==> src/sv/fbi_pkg.sv <==
// Shared types, constants and tables for the fuzzy beacon interval block.
// No dependencies; imported by every module of the block except fbi_ctl.
package fbi_pkg;

  // Membership values, Q1.12 in 0..4096
  localparam int unsigned MF_W = 13;
  typedef logic [MF_W-1:0] mf_t;
  typedef mf_t [4:0] mf_vec_t;

  // Scaled speed domain: v = 5 * speed_q, breakpoint = 128 * tenths
  localparam int unsigned V_W  = 17;
  localparam int unsigned D_W  = 15;   // distance from the segment's low or high breakpoint
  localparam int unsigned NW   = 28;   // numerator of a membership division

  typedef enum logic [1:0] {SHAPE_Z, SHAPE_TRI, SHAPE_S} shape_e;
  typedef enum logic [1:0] {SEG_ZERO, SEG_FULL, SEG_LO, SEG_HI} seg_e;

  // Speed sets: very low, low, medium, high, very high
  localparam shape_e SET_SHAPE [5] = '{SHAPE_Z, SHAPE_TRI, SHAPE_TRI, SHAPE_TRI, SHAPE_S};
  localparam logic [V_W-1:0] SET_LO  [5] = '{17'd7040,  17'd1664,  17'd4096,
                                             17'd24832, 17'd34048};
  localparam logic [V_W-1:0] SET_MID [5] = '{17'd12224, 17'd13760, 17'd25472,
                                             17'd37568, 17'd42624};
  localparam logic [V_W-1:0] SET_HI  [5] = '{17'd17408, 17'd25856, 17'd46848,
                                             17'd50304, 17'd51200};
  // Divisor and rounding offset of the reduced membership fraction
  localparam int unsigned SET_DIV  [5] = '{13122, 189, 334, 199, 35912};
  localparam int unsigned SET_HALF [5] = '{6561, 94, 167, 99, 17956};

  // Interval classes and rule map (row: speed set, column: neighbor set)
  typedef enum logic [2:0] {
    CLS_VSHORT, CLS_SHORT, CLS_MEDIUM, CLS_LONG, CLS_VLONG
  } cls_e;

  localparam cls_e RULE_CLASS [5][5] = '{
    '{CLS_MEDIUM, CLS_MEDIUM, CLS_LONG,   CLS_LONG,   CLS_VLONG},
    '{CLS_MEDIUM, CLS_MEDIUM, CLS_MEDIUM, CLS_LONG,   CLS_VLONG},
    '{CLS_SHORT,  CLS_SHORT,  CLS_MEDIUM, CLS_LONG,   CLS_LONG},
    '{CLS_VSHORT, CLS_SHORT,  CLS_MEDIUM, CLS_MEDIUM, CLS_MEDIUM},
    '{CLS_VSHORT, CLS_SHORT,  CLS_SHORT,  CLS_MEDIUM, CLS_MEDIUM}
  };

  // Class centroids in hundredths of a second
  localparam int unsigned CENTROID [5] = '{100, 170, 305, 415, 500};

  // Aggregation and final division widths
  localparam int unsigned WS_W  = 17;  // sum of strengths
  localparam int unsigned CS_W  = 26;  // strength-weighted centroid sum
  localparam int unsigned DEN_W = 24;  // 100 * strength sum
  localparam int unsigned RW    = 35;  // 256 * centroid sum plus rounding
  localparam int unsigned QW    = 11;  // interval, Q3.8

  typedef struct packed {
    logic [RW-1:0]    num;
    logic [DEN_W-1:0] den;
    logic             no_act;
  } div_req_t;

  // Neighbor memberships for a clipped count; every count of 30 or more is alike
  function automatic mf_vec_t nbr_mf(input logic [7:0] n);
    mf_vec_t r;
    case (n)
      8'd0, 8'd1, 8'd2: r = {13'd0, 13'd0, 13'd0, 13'd0, 13'd4096};
      8'd3:  r = {13'd0, 13'd0,    13'd0,    13'd585,  13'd3929};
      8'd4:  r = {13'd0, 13'd0,    13'd315,  13'd1170, 13'd3427};
      8'd5:  r = {13'd0, 13'd0,    13'd630,  13'd1755, 13'd2591};
      8'd6:  r = {13'd0, 13'd0,    13'd945,  13'd2341, 13'd1505};
      8'd7:  r = {13'd0, 13'd0,    13'd1260, 13'd2926, 13'd669};
      8'd8:  r = {13'd0, 13'd0,    13'd1575, 13'd3511, 13'd167};
      8'd9:  r = {13'd0, 13'd0,    13'd1890, 13'd4096, 13'd0};
      8'd10: r = {13'd0, 13'd0,    13'd2206, 13'd3511, 13'd0};
      8'd11: r = {13'd0, 13'd0,    13'd2521, 13'd2926, 13'd0};
      8'd12: r = {13'd0, 13'd0,    13'd2836, 13'd2341, 13'd0};
      8'd13: r = {13'd0, 13'd0,    13'd3151, 13'd1755, 13'd0};
      8'd14: r = {13'd0, 13'd0,    13'd3466, 13'd1170, 13'd0};
      8'd15: r = {13'd0, 13'd0,    13'd3781, 13'd585,  13'd0};
      8'd16: r = {13'd0, 13'd0,    13'd4096, 13'd0,    13'd0};
      8'd17: r = {13'd0, 13'd585,  13'd3781, 13'd0,    13'd0};
      8'd18: r = {13'd0, 13'd1170, 13'd3466, 13'd0,    13'd0};
      8'd19: r = {13'd0, 13'd1755, 13'd3151, 13'd0,    13'd0};
      8'd20: r = {13'd0, 13'd2341, 13'd2836, 13'd0,    13'd0};
      8'd21: r = {13'd0, 13'd2926, 13'd2521, 13'd0,    13'd0};
      8'd22: r = {13'd0, 13'd3511, 13'd2206, 13'd0,    13'd0};
      8'd23: r = {13'd0, 13'd4096, 13'd1890, 13'd0,    13'd0};
      8'd24: r = {13'd167,  13'd3511, 13'd1575, 13'd0, 13'd0};
      8'd25: r = {13'd669,  13'd2926, 13'd1260, 13'd0, 13'd0};
      8'd26: r = {13'd1505, 13'd2341, 13'd945,  13'd0, 13'd0};
      8'd27: r = {13'd2591, 13'd1755, 13'd630,  13'd0, 13'd0};
      8'd28: r = {13'd3427, 13'd1170, 13'd315,  13'd0, 13'd0};
      8'd29: r = {13'd3929, 13'd585,  13'd0,    13'd0, 13'd0};
      default: r = {13'd4096, 13'd0, 13'd0, 13'd0, 13'd0};
    endcase
    return r;
  endfunction

endpackage

==> src/sv/fbi_cdiv.sv <==
// Pipelined division by a fixed divisor (reciprocal multiply plus one correction).
// Depends on fbi_pkg for widths.
module fbi_cdiv
  import fbi_pkg::*;
#(
  parameter int unsigned DIVISOR = 189
) (
  input  logic          clk_i,
  input  logic [1:0]    en_i,
  input  logic [NW-1:0] num_i,
  output mf_t           q_o
);

  localparam longint unsigned RECIP_L = (longint'(1) << NW) / DIVISOR;
  localparam int unsigned     MW      = $clog2(RECIP_L + 1);
  localparam logic [MW-1:0]   RECIP   = MW'(RECIP_L);
  localparam logic [NW-1:0]   DIV_N   = NW'(DIVISOR);

  logic [NW+MW-1:0] p_q;
  logic [NW-1:0]    n_q;
  logic [MW-1:0]    q0;
  logic [NW-1:0]    r;
  mf_t              q_q;

  // Stage A: estimate, low by at most one
  always_ff @(posedge clk_i) begin
    if (en_i[0]) begin
      p_q <= (NW+MW)'(num_i) * (NW+MW)'(RECIP);
      n_q <= num_i;
    end
  end

  // Stage B: remainder check and correction
  assign q0 = p_q[NW+MW-1:NW];
  assign r  = n_q - NW'(NW'(q0) * DIV_N);

  always_ff @(posedge clk_i) begin
    if (en_i[1]) begin
      q_q <= MF_W'(q0) + ((r >= DIV_N) ? MF_W'(1) : MF_W'(0));
    end
  end

  assign q_o = q_q;

endmodule

==> src/sv/fbi_fuzz.sv <==
// Fuzzifier: five speed memberships and five neighbor memberships, four stages.
// Depends on fbi_pkg and fbi_cdiv.
module fbi_fuzz
  import fbi_pkg::*;
#(
  parameter int unsigned NEIGHBOR_MAX = 63
) (
  input  logic        clk_i,
  input  logic [3:0]  en_i,
  input  logic [13:0] speed_i,
  input  logic [5:0]  nbr_i,
  output mf_vec_t     ms_o,
  output mf_vec_t     mn_o
);

  logic [V_W-1:0] v;
  logic [7:0]     n_clip;
  seg_e           seg_d [5];
  seg_e           seg_q [5];
  logic [D_W-1:0] d_d   [5];
  logic [D_W-1:0] d_q   [5];
  logic [NW-1:0]  num_d [5];
  logic [NW-1:0]  num_q [5];
  mf_vec_t        mn_q  [4];

  // Scaled speed and clipped count
  assign v      = (V_W'(speed_i) << 2) + V_W'(speed_i);
  assign n_clip = ({2'b00, nbr_i} > 8'(NEIGHBOR_MAX)) ? 8'(NEIGHBOR_MAX) : {2'b00, nbr_i};

  for (genvar g = 0; g < 5; g++) begin : g_set
    localparam logic [NW-1:0] FULL_N = NW'(longint'(SET_DIV[g]) << 12);
    localparam logic [NW-1:0] HALF_N = NW'(SET_HALF[g]);
    logic [NW-1:0] sq;

    // Stage 0: which piece of the curve, and distance from its anchor
    always_comb begin
      seg_d[g] = SEG_ZERO;
      d_d[g]   = '0;
      case (SET_SHAPE[g])
        SHAPE_TRI: begin
          if (v >= SET_LO[g] && v <= SET_MID[g]) begin
            seg_d[g] = SEG_LO;
            d_d[g]   = D_W'(v - SET_LO[g]);
          end else if (v > SET_MID[g] && v < SET_HI[g]) begin
            seg_d[g] = SEG_HI;
            d_d[g]   = D_W'(SET_HI[g] - v);
          end
        end
        SHAPE_Z: begin
          if (v <= SET_LO[g]) begin
            seg_d[g] = SEG_FULL;
          end else if (v <= SET_MID[g]) begin
            seg_d[g] = SEG_LO;
            d_d[g]   = D_W'(v - SET_LO[g]);
          end else if (v <= SET_HI[g]) begin
            seg_d[g] = SEG_HI;
            d_d[g]   = D_W'(SET_HI[g] - v);
          end
        end
        default: begin
          if (v >= SET_HI[g]) begin
            seg_d[g] = SEG_FULL;
          end else if (v >= SET_LO[g] && v <= SET_MID[g]) begin
            seg_d[g] = SEG_LO;
            d_d[g]   = D_W'(v - SET_LO[g]);
          end else if (v > SET_MID[g]) begin
            seg_d[g] = SEG_HI;
            d_d[g]   = D_W'(SET_HI[g] - v);
          end
        end
      endcase
    end

    always_ff @(posedge clk_i) begin
      if (en_i[0]) begin
        seg_q[g] <= seg_d[g];
        d_q[g]   <= d_d[g];
      end
    end

    // Stage 1: numerator of the rounded fraction over SET_DIV
    assign sq = NW'(2*D_W'(0) + (2*D_W)'(d_q[g]) * (2*D_W)'(d_q[g]));

    always_comb begin
      case (seg_q[g])
        SEG_FULL: num_d[g] = FULL_N;
        SEG_LO, SEG_HI: begin
          if (SET_SHAPE[g] == SHAPE_TRI) begin
            num_d[g] = (NW'(d_q[g]) << 6) + HALF_N;
          end else if ((SET_SHAPE[g] == SHAPE_Z) == (seg_q[g] == SEG_LO)) begin
            // quadratic half taken down from full membership
            num_d[g] = FULL_N + HALF_N - sq;
          end else begin
            num_d[g] = sq + HALF_N;
          end
        end
        default: num_d[g] = '0;
      endcase
    end

    always_ff @(posedge clk_i) begin
      if (en_i[1]) begin
        num_q[g] <= num_d[g];
      end
    end

    // Stages 2 and 3: division by the fixed divisor
    fbi_cdiv #(
      .DIVISOR(SET_DIV[g])
    ) u_cdiv (
      .clk_i(clk_i),
      .en_i (en_i[3:2]),
      .num_i(num_q[g]),
      .q_o  (ms_o[g])
    );
  end

  // Neighbor memberships from the table, kept in step with the speed path
  always_ff @(posedge clk_i) begin
    if (en_i[0]) mn_q[0] <= nbr_mf(n_clip);
    if (en_i[1]) mn_q[1] <= mn_q[0];
    if (en_i[2]) mn_q[2] <= mn_q[1];
    if (en_i[3]) mn_q[3] <= mn_q[2];
  end

  assign mn_o = mn_q[3];

endmodule

==> config.mk <==
export PLATFORM = sky130hd
export DESIGN_NAME = fbi_fuzz
export DESIGN_NICKNAME = d
export VERILOG_FILES = /design/src/sv/fbi_pkg.sv /design/src/sv/fbi_cdiv.sv /design/src/sv/fbi_fuzz.sv
export SDC_FILE = /design/constraint.sdc
export NUM_CORES = 2
export LEC_CHECK = 0
export ABC_AREA = 0
export BUFFER_PORTS_ARGS = -buffer_cell sky130_fd_sc_hd__buf_4
export CAP_MARGIN = 15
export CORE_ASPECT_RATIO = 1.5
export CORE_UTILIZATION = 60
export CTS_CLUSTER_SIZE = 12
export DETAILED_ROUTE_END_ITERATION = 10
export PLACE_DENSITY = 0.77
export SLEW_MARGIN = 30
export SYNTH_ARGS = -nofsm -noshare
export SYNTH_HDL_FRONTEND = slang
export SYNTH_SLANG_ARGS = --single-unit
==> constraint.sdc <==
create_clock -name clk_i -period 11.4 [get_ports clk_i]
set_clock_uncertainty 0.15 [all_clocks]
set_input_delay 2.28 -clock clk_i [delete_from_list [all_inputs] [get_ports clk_i]]
set_output_delay 2.28 -clock clk_i [all_outputs]
set_load 0.02 [all_outputs]
[Word-level counts from Yosys, hierarchy flattened]
Memories as Yosys holds them, arrays and structs flattened.
Index checks and enable logic that the tools add are counted.
Word-level totals
  memory bits (writable): 485
  output and inout port bits: 130
  logic and storage cells: 158
  memory bits (read-only): 2080
  memories kept: 5
  bits in latches: 0
  input port bits: 25
  register bits after elaboration: 430
Memory list
  (name not given): depth 32, width 65, rd ports 1, clocked after memory_dff 0, wr ports 0, RTL line fbi_pkg.sv:62  | case (n)
  mn_q: depth 4, width 65, rd ports 4, clocked after memory_dff 0, wr ports 4, RTL line fbi_fuzz.sv:24  | mf_vec_t mn_q [4];
  num_q: depth 5, width 28, rd ports 5, clocked after memory_dff 0, wr ports 5, RTL line fbi_fuzz.sv:23  | logic [NW-1:0] num_q [5];
  d_q: depth 5, width 15, rd ports 5, clocked after memory_dff 0, wr ports 5, RTL line fbi_fuzz.sv:21  | logic [D_W-1:0] d_q [5];
  seg_q: depth 5, width 2, rd ports 5, clocked after memory_dff 0, wr ports 5, RTL line fbi_fuzz.sv:19  | seg_e seg_q [5];
Operators by class
  multiply operators: 12
  $lt $le $gt $ge: 24
  muxes and demuxes: 46
  reductions and logical operators: 13
  add/subtract/negate cells: 28
  shifts and indexed selects: 0
  equal/unequal tests: 15
  bitwise gates (word level): 0
  div/mod/pow operators: 0
Operators by type and width (count)
  15-bit two-way mux: 12
  28-bit subtractor: 5
  22-bit case mux with 2 select lines: 3
  65-bit two-way mux: 2
  28-bit case mux with 2 select lines: 2
  28-bit by 21-bit multiplier with 49-bit output (second input constant): 2
  28-bit by 12-bit multiplier with 40-bit output (second input constant): 2
  13-bit adder: 5
  15-bit subtractor (first input constant): 4
  28-bit by 8-bit greater-or-equal comparator with 1-bit output (second input constant): 2
  15-bit by 15-bit multiplier with 28-bit output: 2
  21-bit by 8-bit multiplier with 28-bit output (second input constant): 2
  28-bit two-way mux: 2
  28-bit by 19-bit multiplier with 47-bit output (second input constant): 1
  21-bit by 7-bit adder with 22-bit output (second input constant): 2
  17-bit by 16-bit greater-or-equal comparator with 1-bit output (second input constant): 2
  17-bit by 16-bit greater-than comparator with 1-bit output (second input constant): 2
  17-bit by 14-bit less-or-equal comparator with 1-bit output (second input constant): 2
  17-bit by 15-bit less-or-equal comparator with 1-bit output (second input constant): 2
  17-bit by 16-bit less-or-equal comparator with 1-bit output (second input constant): 2
  17-bit by 16-bit < comparator with 1-bit output (second input constant): 2
  15-bit by 11-bit subtractor with 15-bit output (second input constant): 2
  15-bit by 13-bit subtractor with 15-bit output (second input constant): 2
  28-bit by 13-bit adder with 28-bit output (second input constant): 1
  other kinds (27): 73

[Depth between registers and ports, before layout]
  word-level depth: 5
  mapped depth: 38
  mapped depth without buffers: 38

[Cells and area by module]
From an unflattened synthesis, not the netlist that was laid out.
Second synthesis, totals
  cell total of the unflattened synthesis: 9686
  area, all modules: 99081.3 sq um
Modules (own cells, without submodules)
  fbi_fuzz: seq. area each 10930.5 sq um, area an instance 30890.9 sq um, cells an instance 3039, instances 1
  fbi_cdiv (g_set[1].u_cdiv): seq. area each 1861.8 sq um, area an instance 15533.6 sq um, cells an instance 1509, instances 1
  fbi_cdiv (g_set[3].u_cdiv): seq. area each 1861.8 sq um, area an instance 15352.2 sq um, cells an instance 1478, instances 1
  fbi_cdiv (g_set[2].u_cdiv): seq. area each 1801.7 sq um, area an instance 14978.1 sq um, cells an instance 1586, instances 1
  fbi_cdiv (g_set[0].u_cdiv): seq. area each 1651.6 sq um, area an instance 11836.4 sq um, cells an instance 1130, instances 1
  fbi_cdiv (g_set[4].u_cdiv): seq. area each 1531.5 sq um, area an instance 10490.1 sq um, cells an instance 944, instances 1

[Least setup slack after synthesis]
OpenSTA, ideal clock, no wires.
  path type: flip-flop to flip-flop
  start: register g_set[2].u_cdiv.p_q[31]
  end: register g_set[2].u_cdiv.q_q[12] (data pin)
  path buffers: 0
  stages on the path, launching flop included: 36
  period minus slack after synthesis: 7.807 ns
  required time: 10.987 ns
  slack: 3.593 ns
  library setup time: 0.263 ns
  data arrival time: 7.394 ns
  path through: edfxtp_1 -> ha_1 -> fa_1 -> inv_1 -> fa_1 -> fa_1 -> inv_1 -> ha_1 -> a21o_1 -> a21o_1 -> a21oi_1 -> nor2_1 -> a221oi_1 -> nor4b_1 -> nor2_1 -> a21oi_1 -> xor2_1 -> ha_1 -> o21a_1 -> o21ai_0 -> nand2b_1 -> a21oi_1 -> a2111oi_0 -> nand3_1 -> nor4_1 -> and3_1 -> o2111ai_1 -> a2111oi_0 -> o211ai_1 -> a2111o_1 -> ha_1 -> ha_1 -> nand2_1 -> nor2_1 -> nand4_1 -> xnor2_1
Between the ends
  word-level cells in the longest chain between the ends: 5
Ends and longest elaborated chain
  from (decl): RTL line fbi_cdiv.sv:19  | logic [NW+MW-1:0] p_q;
  from (signal assigned): RTL line fbi_cdiv.sv:28  | p_q <= (NW+MW)'(num_i) * (NW+MW)'(RECIP);
  20-bit by 8-bit multiplier with 27-bit output: RTL line fbi_cdiv.sv:35  | assign r = n_q - NW'(NW'(q0) * DIV_N);
  28-bit subtractor: RTL line fbi_cdiv.sv:35
  28-bit by 9-bit greater-or-equal comparator with 1-bit output: RTL line fbi_cdiv.sv:39  | q_q <= MF_W'(q0) + ((r >= DIV_N) ? MF_W'(1) : MF_W'(0));
  1-bit two-way mux: RTL line fbi_cdiv.sv:39
  13-bit adder *: RTL line fbi_cdiv.sv:39
  to (signal assigned): RTL line fbi_cdiv.sv:39
  to (decl): RTL line fbi_cdiv.sv:23  | mf_t q_q;
Every way passes the cells marked *; elsewhere a longest branch is shown, timed or not.
A chain may end at the register's enable or synchronous reset.

[Worst setup path after layout]
Same ends and word-level chain as after synthesis.

==> impl_metrics.sql <==
INSERT INTO impl_metrics (metric_group, metric, value, unit) VALUES
('run_status', 'run_status', 'complete, no violations', ''),
('critical_path', 'worst_ep_arrival_time', '9100', 'ps'),
('clock_network', 'cts_tree', 'done', ''),
('floorplanning', 'core.rowCount', '169', ''),
('sta', 'setup_viol_count_final', '0', ''),
('critical_path', 'critical_path_peak_fanout', '6', ''),
('critical_path', 'ff_to_ff_end', 'g_set[2].u_cdiv.q_o[12]$_DFFE_PP_', ''),
('sta', 'hold_viol_final', '0', ''),
('worst_hold_path', 'holdCritStartpoint', 'mn_q[2][10]$_DFFE_PP_', ''),
('floorplanning', 'boundaryPins', '155', ''),
('clock_network', 'path_clk_slew', '60', 'ps'),
('clock_network', 'ctsResizeCount', '0', ''),
('critical_path', 'critical_path_class', 'reg2reg', ''),
('sta', 'timing.final.crit_period', '8800', 'ps'),
('routing', 'dr_iter_0_viols', '3223', ''),
('routing', 'drt-wirelength-per-cell', '18.1', 'um'),
('clock_network', 'clock_sink_count', '613', ''),
('floorplanning', 'die_area', '0.144', 'mm2'),
('floorplanning', 'initial_utilization', '60.5', '%'),
('critical_path', 'crit_path_top_delay_cell', 'sky130_fd_sc_hd__edfxtp_1', ''),
('cells_and_area', 'share_of_cells_above_drive_strength_1', '4.42', '%'),
('sta', 'unrepaired_setup_endpoints_after_global_routing', 'false', ''),
('floorplanning', 'die_x', '310', 'um'),
('critical_path', 'r2r-start', 'g_set[2].u_cdiv.p_q[31]$_DFFE_PP_', ''),
('clock_network', 'cts_buffers', '69', ''),
('critical_path', 'worst-r2r-cell-count', '33', ''),
('synth', 'synth_most_common_cell', 'sky130_fd_sc_hd__inv_1', ''),
('routing', 'met3_wirelength', '6980', 'um'),
('synth', 'syn_area_per_cell', '10.5', 'um2'),
('worst_hold_path', 'worstHoldEndpoint', 'mn_q[3][10]$_DFFE_PP_', ''),
('critical_path', 'type_of_element_launching_the_critical_path', 'flop', ''),
('placed_design', 'io_buffers', '154', ''),
('synth', 'yosys_register_bits', '613', ''),
('global_routing', 'first_global_vias', '63360', ''),
('clock_network', 'clk_latency', '690', 'ps'),
('sta', 'relSlewSlack', '34.1', '%'),
('synth', 'synth_top_cells_by_count', '1643 x sky130_fd_sc_hd__inv_1, 1553 x sky130_fd_sc_hd__ha_1, 1079 x sky130_fd_sc_hd__fa_1, 613 x sky130_fd_sc_hd__edfxtp_1, 386 x sky130_fd_sc_hd__a21oi_1', ''),
('synth', 'yosys_warnings', '0', ''),
('clock_network', 'cts_hold_repair.buffers', '0', ''),
('global_routing', 'maximum_number_of_pins_on_one_net_before_global_route_repair', '86', ''),
('sta', 'whs', '263', 'ps'),
('run', 'cap_viol_max_count', '0', ''),
('routing', 'detail_route.vias_per_cell', '5.71', ''),
('cells_and_area', 'area_delta_synth_final', '6.20', '%'),
('synth', 'synthArstFlopShare', '0', '%'),
('critical_path', 'timing.critical_path.mode_cell', 'sky130_fd_sc_hd__ha_1', ''),
('routing', 'drt_first_pass_iters', '6', ''),
('floorplanning', 'coreArea', '0.141', 'mm2'),
('worst_hold_path', 'hold_depth', '0', ''),
('routing', 'wl_met1', '73100', 'um'),
('routing', 'wirelength', '184000', 'um'),
('synth', 'ys_top_cells_by_area', 'sky130_fd_sc_hd__fa_1 25%, sky130_fd_sc_hd__ha_1 23%, sky130_fd_sc_hd__edfxtp_1 22%', ''),
('critical_path', 'cp-startpoint', 'g_set[2].u_cdiv.p_q[31]$_DFFE_PP_', ''),
('synth', 'synth.yosys.seq_area_share', '21.5', '%'),
('clock_network', 'htree_levels', '3', ''),
('synth', 'syn_nets', '10839', ''),
('clock_network', 'cts-root-buf', 'sky130_fd_sc_hd__clkbuf_16', ''),
('global_routing', 'global_route.usage.total', '26.8', '%'),
('synth', 'synth-edff-count', '613', ''),
('routing', 'drc', '0', ''),
('routing', 'ant_nets_after_route', '0', ''),
('cells_and_area', 'num-fill-cells', '10932', ''),
('synth', 'post-synth-top-area-cell', 'sky130_fd_sc_hd__fa_1', ''),
('synth', 'synth.cell_area', '0.0856', 'mm2'),
('synth', 'dominantRegCellSynth', 'sky130_fd_sc_hd__edfxtp_1', ''),
('global_routing', 'first_pass_grt_wire_length', '311000', 'um'),
('floorplanning', 'die_height', '464', 'um'),
('routing', 'dr.max_layer_used', 'met4', ''),
('synth', 'synth.top_cell.area_share', '25.2', '%'),
('critical_path', 'critPathRequiredTime', '11700', 'ps'),
('placed_design', 'globalplace.congestion', '0.942', '');
[flip-flops by register name (all words and copies together) (netlist names)]
name,flops
g_set.u_cdiv.q_o,65
mn_q,172
g_set.u_cdiv.n_q,100
num_q,107
g_set.u_cdiv.p_q,84
seg_q,10
d_q,75
[per-layer routing]
layer	vias to the layer above	global-route usage, %
li1	27579	-
met1	28915	32.1
met2	1348	49.2
met3	427	2.49
met4	0	9.90
met5	-	0
[layout by cell type, fill, tap and decap left out, types with 26 or more instances in the layout]
| cell | synthesis | layout |
|---|---|---|
| sky130_fd_sc_hd__inv_1 | 1643 | 1643 |
| sky130_fd_sc_hd__ha_1 | 1553 | 1553 |
| sky130_fd_sc_hd__fa_1 | 1079 | 1079 |
| sky130_fd_sc_hd__edfxtp_1 | 613 | 613 |
| sky130_fd_sc_hd__a21oi_1 | 386 | 386 |
| sky130_fd_sc_hd__nand2_1 | 354 | 354 |
| sky130_fd_sc_hd__nor2_1 | 344 | 342 |
| sky130_fd_sc_hd__xnor2_1 | 254 | 254 |
| sky130_fd_sc_hd__o21ai_0 | 234 | 234 |
| sky130_fd_sc_hd__and2_1 | 191 | 191 |
| sky130_fd_sc_hd__buf_4 | 25 | 170 |
| sky130_fd_sc_hd__xor2_1 | 132 | 132 |
| sky130_fd_sc_hd__nand3_1 | 127 | 127 |
| sky130_fd_sc_hd__nor3_1 | 120 | 120 |
| sky130_fd_sc_hd__a21o_1 | 84 | 84 |
| sky130_fd_sc_hd__clkbuf_16 | 0 | 69 |
| sky130_fd_sc_hd__nor2b_1 | 66 | 66 |
| sky130_fd_sc_hd__o21a_1 | 59 | 59 |
| sky130_fd_sc_hd__and3_1 | 58 | 58 |
| sky130_fd_sc_hd__nand4_1 | 52 | 52 |
| sky130_fd_sc_hd__nand2b_1 | 44 | 44 |
| sky130_fd_sc_hd__or3_1 | 38 | 38 |
| sky130_fd_sc_hd__a31oi_1 | 35 | 35 |
| sky130_fd_sc_hd__o21bai_1 | 33 | 33 |
| sky130_fd_sc_hd__o22ai_1 | 32 | 32 |
| sky130_fd_sc_hd__a211oi_1 | 27 | 27 |
| sky130_fd_sc_hd__mux2i_1 | 26 | 26 |
[critical path: cells and delay by family, from the launching register on]
| kind | cells | cell delay [ps] |
|---|---|---|
| buf+inv | 2 | 100 |
| compound gates | 11 | 2900 |
| fa+ha+maj | 8 | 3010 |
| flops | 1 | 520 |
| xor+xnor | 2 | 270 |
| simple gates | 10 | 1580 |
[per-stage QoR]
step	setup WS (ps)	std cells	cell area (um2)
detailed placement	2630	10093	88500
global placement	2660	10093	88500
floorplan	3590	8182	85600
CTS	2600	10202	90800
finish	2600	10204	90900
global route	1740	10204	90900
[cell type report]
class	count	area [um2]	area share [%]
clock inverters	33	508	0.559
inverters	1649	6190	6.81
well taps	1881	2350	2.59
diodes	1	2.50	0.00275
clock buffers	76	1750	1.93
multi-input cells	5773	60300	66.3
repair buffers	178	1390	1.53
flip-flops and latches	613	18400	20.3
[kinds of logic after synthesis]
group	synth area share, %
fa+ha+maj	48.0
buf+inv	8.06
simple gates	8.83
compound gates	9.20
flops	21.5
xor+xnor	4.01
mux	0.423
[worst max path at each step]
stage,end,depth (start not counted)
2_1_floorplan,g_set[2].u_cdiv.q_o[12]$_DFFE_PP_,35
3_3_place_gp,g_set[2].u_cdiv.q_o[12]$_DFFE_PP_,35
3_5_place_dp,g_set[2].u_cdiv.q_o[12]$_DFFE_PP_,33
4_1_cts,g_set[2].u_cdiv.q_o[12]$_DFFE_PP_,33
5_1_grt,g_set[2].u_cdiv.q_o[12]$_DFFE_PP_,33
6_report,g_set[2].u_cdiv.q_o[12]$_DFFE_PP_,33
Power is not shown: default switching activity piles up to over one toggle a cycle in this logic, so the estimate is an artifact.
